--- src/rtl/core/tga_rle_pixel_decoder_top_assert.svh ---
// ---------------------------------------------------------------------------
// tga_rle_pixel_decoder_top_assert.svh
// Assertion macros for the TGA RLE pixel decoder. Expect clk and rst_n in
// the scope of use.
// ---------------------------------------------------------------------------
`ifndef TGA_RLE_PIXEL_DECODER_TOP_ASSERT_SVH
`define TGA_RLE_PIXEL_DECODER_TOP_ASSERT_SVH

// same-cycle implication
`define TGARLE_ASSERT_IMP(label, ante, cons) \
  label: assert property (@(posedge clk) disable iff (!rst_n) (ante) |-> (cons)) \
    else $error("tga rle decoder: same-cycle property failed");

// next-cycle implication
`define TGARLE_ASSERT_NXT(label, ante, cons) \
  label: assert property (@(posedge clk) disable iff (!rst_n) (ante) |=> (cons)) \
    else $error("tga rle decoder: next-cycle property failed");

`endif

--- src/rtl/core/tgarle_pkg.sv ---
// ---------------------------------------------------------------------------
// tgarle_pkg
// Types, register indexes and pixel helpers for the TGA RLE pixel decoder.
// ---------------------------------------------------------------------------
package tgarle_pkg;

  localparam logic [1:0] CFG_BYTES_PER_PIXEL = 2'd0;
  localparam logic [1:0] CFG_RLE_MODE        = 2'd1;
  localparam logic [1:0] CFG_IMAGE_PIXELS    = 2'd2;

  localparam logic [2:0]  BPP_RESET    = 3'd3;
  localparam logic        RLE_RESET    = 1'b1;
  localparam logic [31:0] PIXELS_RESET = 32'd1;

  localparam logic [7:0] MAX_REPEAT = 8'd128;

  typedef struct packed {
    logic [2:0]  bytes_per_pixel;
    logic        rle_mode;
    logic [31:0] image_pixels;
  } cfg_t;

  typedef struct packed {
    logic        expect_header;
    logic        run_packet;
    logic [7:0]  packet_left;
    logic [1:0]  byte_index;
    logic [31:0] pixel_assembly;
    logic [31:0] pixels_left;
    logic        stopped;
    logic        clip_flag;
  } dec_state_t;

  typedef struct packed {
    logic        valid;
    logic [31:0] pixel_value;
    logic [7:0]  repeat_count;
    logic        image_done;
    logic        overrun;
  } result_t;

  function automatic logic [2:0] pixel_size(input logic [2:0] bpp);
    logic [2:0] s;
    if (bpp < 3'd2) begin
      s = 3'd2;
    end else if (bpp > 3'd4) begin
      s = 3'd4;
    end else begin
      s = bpp;
    end
    return s;
  endfunction

  function automatic logic [31:0] colour_swap(input logic [31:0] a, input logic [2:0] size);
    logic [31:0] r;
    case (size)
      3'd2:    r = {16'd0, a[4:0], a[10:5], a[15:11]};
      3'd3:    r = {8'd0, a[7:0], a[15:8], a[23:16]};
      default: r = {a[31:24], a[7:0], a[15:8], a[23:16]};
    endcase
    return r;
  endfunction

endpackage

--- src/rtl/core/tgarle_step.sv ---
// ---------------------------------------------------------------------------
// tgarle_step
// Decode step for one payload byte: header parsing, pixel assembly, colour
// swap, repeat clipping and image pixel count.
// ---------------------------------------------------------------------------
module tgarle_step (
  input  tgarle_pkg::cfg_t       cfg,
  input  tgarle_pkg::dec_state_t st,
  input  logic [7:0]             data_byte,
  input  logic                   frame_start,
  output tgarle_pkg::dec_state_t st_nxt,
  output tgarle_pkg::result_t    res
);

  tgarle_pkg::dec_state_t cur;
  logic [2:0]  size;
  logic [31:0] asm_new;
  logic [7:0]  cnt;
  logic [7:0]  rep;
  logic [7:0]  pkt_rem;
  logic [31:0] px_rem;
  logic [2:0]  bi_inc;

  always_comb begin
    cur = st;
    if (frame_start) begin
      cur.expect_header  = 1'b1;
      cur.run_packet     = 1'b0;
      cur.packet_left    = 8'd0;
      cur.byte_index     = 2'd0;
      cur.pixel_assembly = 32'd0;
      cur.clip_flag      = 1'b0;
      cur.pixels_left    = cfg.image_pixels;
      cur.stopped        = (cfg.image_pixels == 32'd0);
    end

    size    = tgarle_pkg::pixel_size(cfg.bytes_per_pixel);
    asm_new = cur.pixel_assembly | ({24'd0, data_byte} << {cur.byte_index, 3'b000});
    bi_inc  = {1'b0, cur.byte_index} + 3'd1;
    cnt     = {1'b0, data_byte[6:0]} + 8'd1;
    rep     = (cfg.rle_mode && cur.run_packet) ? cur.packet_left : 8'd1;
    if ({24'd0, rep} > cur.pixels_left) begin
      rep = cur.pixels_left[7:0];
    end
    pkt_rem = cur.packet_left - rep;
    px_rem  = cur.pixels_left - {24'd0, rep};

    st_nxt           = cur;
    res.valid        = 1'b0;
    res.pixel_value  = tgarle_pkg::colour_swap(asm_new, size);
    res.repeat_count = rep;
    res.image_done   = (px_rem == 32'd0);
    res.overrun      = 1'b0;

    if (cur.stopped || (cur.pixels_left == 32'd0)) begin
      st_nxt = cur;
    end else if (cfg.rle_mode && (cur.expect_header || (cur.packet_left == 8'd0))) begin
      st_nxt.clip_flag = 1'b0;
      st_nxt.packet_left = cnt;
      if ({24'd0, cnt} > cur.pixels_left) begin
        st_nxt.packet_left = cur.pixels_left[7:0];
        st_nxt.clip_flag   = 1'b1;
      end
      st_nxt.run_packet     = data_byte[7];
      st_nxt.expect_header  = 1'b0;
      st_nxt.byte_index     = 2'd0;
      st_nxt.pixel_assembly = 32'd0;
    end else if (bi_inc < size) begin
      st_nxt.pixel_assembly = asm_new;
      st_nxt.byte_index     = bi_inc[1:0];
    end else begin
      res.valid             = 1'b1;
      st_nxt.byte_index     = 2'd0;
      st_nxt.pixel_assembly = 32'd0;
      if (cfg.rle_mode) begin
        st_nxt.packet_left = pkt_rem;
        if (pkt_rem == 8'd0) begin
          res.overrun          = cur.clip_flag;
          st_nxt.clip_flag     = 1'b0;
          st_nxt.expect_header = 1'b1;
        end
      end
      st_nxt.pixels_left = px_rem;
      if (px_rem == 32'd0) begin
        st_nxt.stopped = 1'b1;
      end
    end
  end

endmodule

--- src/rtl/core/tga_rle_pixel_decoder_top.sv ---
// ---------------------------------------------------------------------------
// tga_rle_pixel_decoder_top
// TGA payload decoder: bytes in, colour-swapped pixels with repeat counts out.
// ---------------------------------------------------------------------------
// Takes one payload byte per cycle and gives at most one pixel per byte.
// A byte lands in an input register and is decoded in one pass (header,
// assembly, swap, clipping, pixel count) into the result register, so a
// pixel passes the input register and the result register on its way out.
// Throughput is one byte per cycle, set by the single decode pass;
// only a stall on the result side holds bytes back. Configuration writes are
// always ready and must be made while no byte is in flight; image_pixels
// is loaded by a byte flagged with frame_start.
module tga_rle_pixel_decoder_top (
  input  logic        clk,
  input  logic        rst_n,
  input  logic        in_valid,
  output logic        in_stall,
  input  logic [7:0]  in_data_byte,
  input  logic        in_frame_start,
  output logic        out_valid,
  input  logic        out_stall,
  output logic [31:0] out_pixel_value,
  output logic [7:0]  out_repeat_count,
  output logic        out_image_done,
  output logic        out_overrun,
  input  logic        cfg_valid,
  output logic        cfg_ready,
  input  logic [1:0]  cfg_index,
  input  logic [31:0] cfg_data
);

  tgarle_pkg::cfg_t       cfg_r;
  tgarle_pkg::dec_state_t st_r;
  tgarle_pkg::dec_state_t st_nxt;
  tgarle_pkg::result_t    res;

  logic        in_full_r;
  logic [7:0]  in_data_r;
  logic        in_fs_r;
  logic        in_take;
  logic        adv;
  logic        out_valid_r;
  logic        out_valid_nxt;
  logic [31:0] pix_r;
  logic [7:0]  rep_r;
  logic        done_r;
  logic        ovr_r;

  assign cfg_ready = 1'b1;
  assign adv       = in_full_r && (!out_valid_r || !out_stall);
  assign in_stall  = in_full_r && !adv;
  assign in_take   = in_valid && !in_stall;
  assign out_valid_nxt = adv ? res.valid : (out_valid_r && out_stall);

  tgarle_step u_step (
    .cfg         (cfg_r),
    .st          (st_r),
    .data_byte   (in_data_r),
    .frame_start (in_fs_r),
    .st_nxt      (st_nxt),
    .res         (res)
  );

  always_ff @(posedge clk) begin
    if (!rst_n) begin
      cfg_r.bytes_per_pixel <= tgarle_pkg::BPP_RESET;
      cfg_r.rle_mode        <= tgarle_pkg::RLE_RESET;
      cfg_r.image_pixels    <= tgarle_pkg::PIXELS_RESET;
    end else if (cfg_valid && cfg_ready) begin
      case (cfg_index)
        tgarle_pkg::CFG_BYTES_PER_PIXEL: cfg_r.bytes_per_pixel <= cfg_data[2:0];
        tgarle_pkg::CFG_RLE_MODE:        cfg_r.rle_mode        <= cfg_data[0];
        tgarle_pkg::CFG_IMAGE_PIXELS:    cfg_r.image_pixels    <= cfg_data;
        default: ;
      endcase
    end
  end

  always_ff @(posedge clk) begin
    if (!rst_n) begin
      st_r.expect_header  <= 1'b1;
      st_r.run_packet     <= 1'b0;
      st_r.packet_left    <= 8'd0;
      st_r.byte_index     <= 2'd0;
      st_r.pixel_assembly <= 32'd0;
      st_r.pixels_left    <= 32'd0;
      st_r.stopped        <= 1'b0;
      st_r.clip_flag      <= 1'b0;
    end else if (adv) begin
      st_r <= st_nxt;
    end
  end

  always_ff @(posedge clk) begin
    if (!rst_n) begin
      in_full_r   <= 1'b0;
      out_valid_r <= 1'b0;
    end else begin
      in_full_r   <= in_take || (in_full_r && !adv);
      out_valid_r <= out_valid_nxt;
    end
  end

  always_ff @(posedge clk) begin
    if (in_take) begin
      in_data_r <= in_data_byte;
      in_fs_r   <= in_frame_start;
    end
    if (adv && res.valid) begin
      pix_r  <= res.pixel_value;
      rep_r  <= res.repeat_count;
      done_r <= res.image_done;
      ovr_r  <= res.overrun;
    end
  end

  assign out_valid        = out_valid_r;
  assign out_pixel_value  = pix_r;
  assign out_repeat_count = rep_r;
  assign out_image_done   = done_r;
  assign out_overrun      = ovr_r;

`include "tga_rle_pixel_decoder_top_assert.svh"

  `TGARLE_ASSERT_IMP(a_rep_range, out_valid_r, (rep_r != 8'd0) && (rep_r <= tgarle_pkg::MAX_REPEAT))
  `TGARLE_ASSERT_IMP(a_ovr_done, out_valid_r && ovr_r, done_r)
  `TGARLE_ASSERT_NXT(a_done_stops, adv && res.valid && res.image_done, st_r.stopped)
  `TGARLE_ASSERT_IMP(a_pkt_bound, 1'b1, st_r.packet_left <= tgarle_pkg::MAX_REPEAT)

endmodule

--- config.mk ---
export PLATFORM = sky130hd
export DESIGN_NAME = tga_rle_pixel_decoder_top
export DESIGN_NICKNAME = d
export VERILOG_FILES = /design/src/rtl/core/tgarle_pkg.sv /design/src/rtl/core/tgarle_step.sv /design/src/rtl/core/tga_rle_pixel_decoder_top.sv
export VERILOG_INCLUDE_DIRS = /design/src /design/src/rtl/core
export SDC_FILE = /design/constraint.sdc
export NUM_CORES = 1
export LEC_CHECK = 0
export ABC_AREA = 1
export BUFFER_PORTS_ARGS = -buffer_cell sky130_fd_sc_hd__buf_2
export CORE_ASPECT_RATIO = 0.5
export CORE_MARGIN = 2
export CORE_UTILIZATION = 55
export CTS_CLUSTER_DIAMETER = 200
export DETAILED_ROUTE_END_ITERATION = 10
export GPL_ROUTABILITY_DRIVEN = 1
export PLACE_DENSITY = 0.85
export SYNTH_ARGS = -nofsm -noshare
export SYNTH_HDL_FRONTEND = slang
export SYNTH_SLANG_ARGS = --single-unit
--- constraint.sdc ---
create_clock -name clk -period 4.8 [get_ports clk]
set_input_delay 0.24 -clock clk [delete_from_list [all_inputs] [get_ports clk]]
set_output_delay 0.24 -clock clk [all_outputs]
set_load 0.05 [all_outputs]
==> metrics.csv <==
metric,value,unit
antenna_left,0,
grt_pass1_wl,46900,um
synthArstFlopShare,0,
synth_area_leaders,"dfxtp_1, edfxtp_1, nand2_1",
fin_cells,1818,
r2r_start,in_fs_r,
fin_nets,1650,
dp_slack,0.0310,ns
cts_buffers,17,
vias_per_cell,5.69,
grt_overflow,0,
place.detailed.hpwl,20500,um
place_inst,1774,
final_cell_mix,"nand2_1, inv_1, a21oi_1, nor2_1, dfxtp_1",
rows,35,
grt_max_degree,63,
period_needed,4.47,ns
ctsLongestPathBuffers,2,
outcome,completed,
slowest_delay,0.47,ns
finalSetupViolCount,0,
critPathKind,reg -> reg,
worstMarginPinSlew,0.954,ns
die_y,101,um
hold_start,in_valid,
end_kind,flip-flop,
synthToLayoutAreaGrowth,14.6,%
fin_tns_setup,0,ns
slowest_stage,edfxtp_1,
vias,10300,
powerDensity,308,nW/um2
syn_avg_cell_area,6.94,um2
firstDrtPassIters,6,
cp-startpoint,in_fs_r,
synth_edf_count,51,
routedWlPerCell,16.0,um
grt_pass1_vias,9707,
die_x,198,um
ys_warn_count,0,
syn_area,10300,um2
netlist-cell-type-count,48,
syn-instance-count,1487,
port_buffers,91,
routed_wl,29200,um
hold_class,in -> reg,
start_util,0.561,
n_fill_cell,1589,
maxCapViolations,0,
yosysTopAreaCellShare,0.225,
timing.fmax,0.224,GHz
ys.flop_type,dfxtp_1,
place_congestion,0.932,
crit_arrival,4.67,ns
htree_levels,4,
period_share,0.932,
dieArea,20000,um2
antenna_found_initial,0,
slew_headroom,0.362,
insertedDiodeCount,0,
core_area,18400,um2
ir_drop,0.266,mV
track_usage,0.296,
cts-root-buf,clkbuf_16,
drc_errors,0,
crit_top_cell,nand2_1,
final_util,0.643,
required,5.00,ns
path_clk_slew,0.07,ns
io_pins,93,
seq_area_frac_synth,0.373,
startpoint_type,flip-flop,
yosysTopAreaCell,dfxtp_1,
clk_latency,0.45,ns
cts_tree,yes,
fin_ws,0.328,ns
leakage,5.26,nW
clock_sinks,167,
drive_gt1_frac,0.153,
skew,0.0132,ns
synthesis.nets,1572,
final-hold-violation-count,0,
drt_iter0_markers,856,
cp_max_fo,28,
mostFrequentLayoutCell,nand2_1,
ys_seq_elements,167,
final_max_slew_viol_count,0,
-- power by group --
part	switching (mW)	internal (mW)	total, mW
registers	0.0335	1.50	1.54
logic	0.459	0.223	0.682
clock network	0.638	0.784	1.42
total	1.13	2.51	3.64
-- metal layers --
metal  vias to the layer above  wire length [um]  part of all wire  track usage
li1                       5041                 -                 -            -
met1                      4779             12600              0.43        0.366
met2                       442             13800              0.47        0.515
met3                        83              1990             0.068       0.0468
met4                         0               872             0.030        0.135
met5                         -                 0                 0            0
-- timing repair --
item / in CTS / in global routing
setup endpoints to repair: 1 / 15
hold buffers: 9 / 0
setup buffers: 0 / 2
resized for setup: 1 / 36
pin swaps: 0 / 3
cloned: 0 / 1
endpoints found under the hold margin: 9 / 0
-- cell families (layout without fill, tap and decap cells) --
logic type	Yosys count	count (layout)	synth area share
other	1	1	0.000363
muxes	4	4	0.00436
AOI/OAI and AO/OA	337	337	0.180
and+or+nand+nor	638	638	0.265
adders and majority gates	37	37	0.0463
xor gates and xnor gates	21	21	0.0178
DFF	167	167	0.373
buffers and inverters	282	373	0.112
-- critical path, delay by kind of cell (launching register included) --
kind,cells,cell delay (ns)
compound gates,2,0.38
fa+ha+maj,1,0.33
buf+inv,6,0.91
flops,1,0.47
simple gates,18,2.09
-- metrics by stage --
step                      power, mW  hold WS [ns]  cell area (um2)
after CTS                      3.60        0.0202            11600
after floorplan                2.03         0.339            10300
final                          3.64        0.0201            11800
after detailed placement       2.20         0.422            11000
after global placement         2.19         0.419            11000
after global routing           3.78        0.0420            11800
-- worst paths after layout --
kind         cells past startpoint        endpoint  slack (ns)
max                             27  out_image_done        0.33
min                              2       in_full_r        0.02
max reg2reg                     27  out_image_done        0.33
min reg2reg                      2        st_r[10]        0.47
-- flip-flops by register name, summed over array words and instances (netlist names) --
| name | cells |
|---|---|
| st_r | 78 |
| cfg_r | 36 |
| out_pixel_value | 32 |
| in_data_r | 8 |
| out_repeat_count | 8 |
| in_fs_r | 1 |
| in_full_r | 1 |
| out_image_done | 1 |
| out_overrun | 1 |
| out_valid | 1 |
-- cell usage after synthesis (7+ instances only) --
cell type,count
nand4_1,17
buf_2,10
inv_2,16
o22ai_1,13
nand2_2,10
nand2_1,340
dfxtp_1,116
nor3_1,7
nor2_1,131
ha_1,35
a21oi_1,156
edfxtp_1,51
o21ai_1,22
clkbuf_1,41
xor2_1,17
nand3_1,106
o21ai_0,90
o21ai_2,15
o211ai_1,25
inv_1,192
-- final cells by class --
type / instances / area, um2 / area share
Tap cell: 240 / 300 / 0.0254
Multi-Input combinational cell: 1038 / 5480 / 0.463
Inverter: 211 / 792 / 0.0669
Clock inverter: 13 / 163 / 0.0137
Sequential cell: 167 / 3850 / 0.326
Clock buffer: 19 / 433 / 0.0366
Timing Repair Buffer: 130 / 813 / 0.0687
No activity file was read; power rests on OpenSTA's default activity.
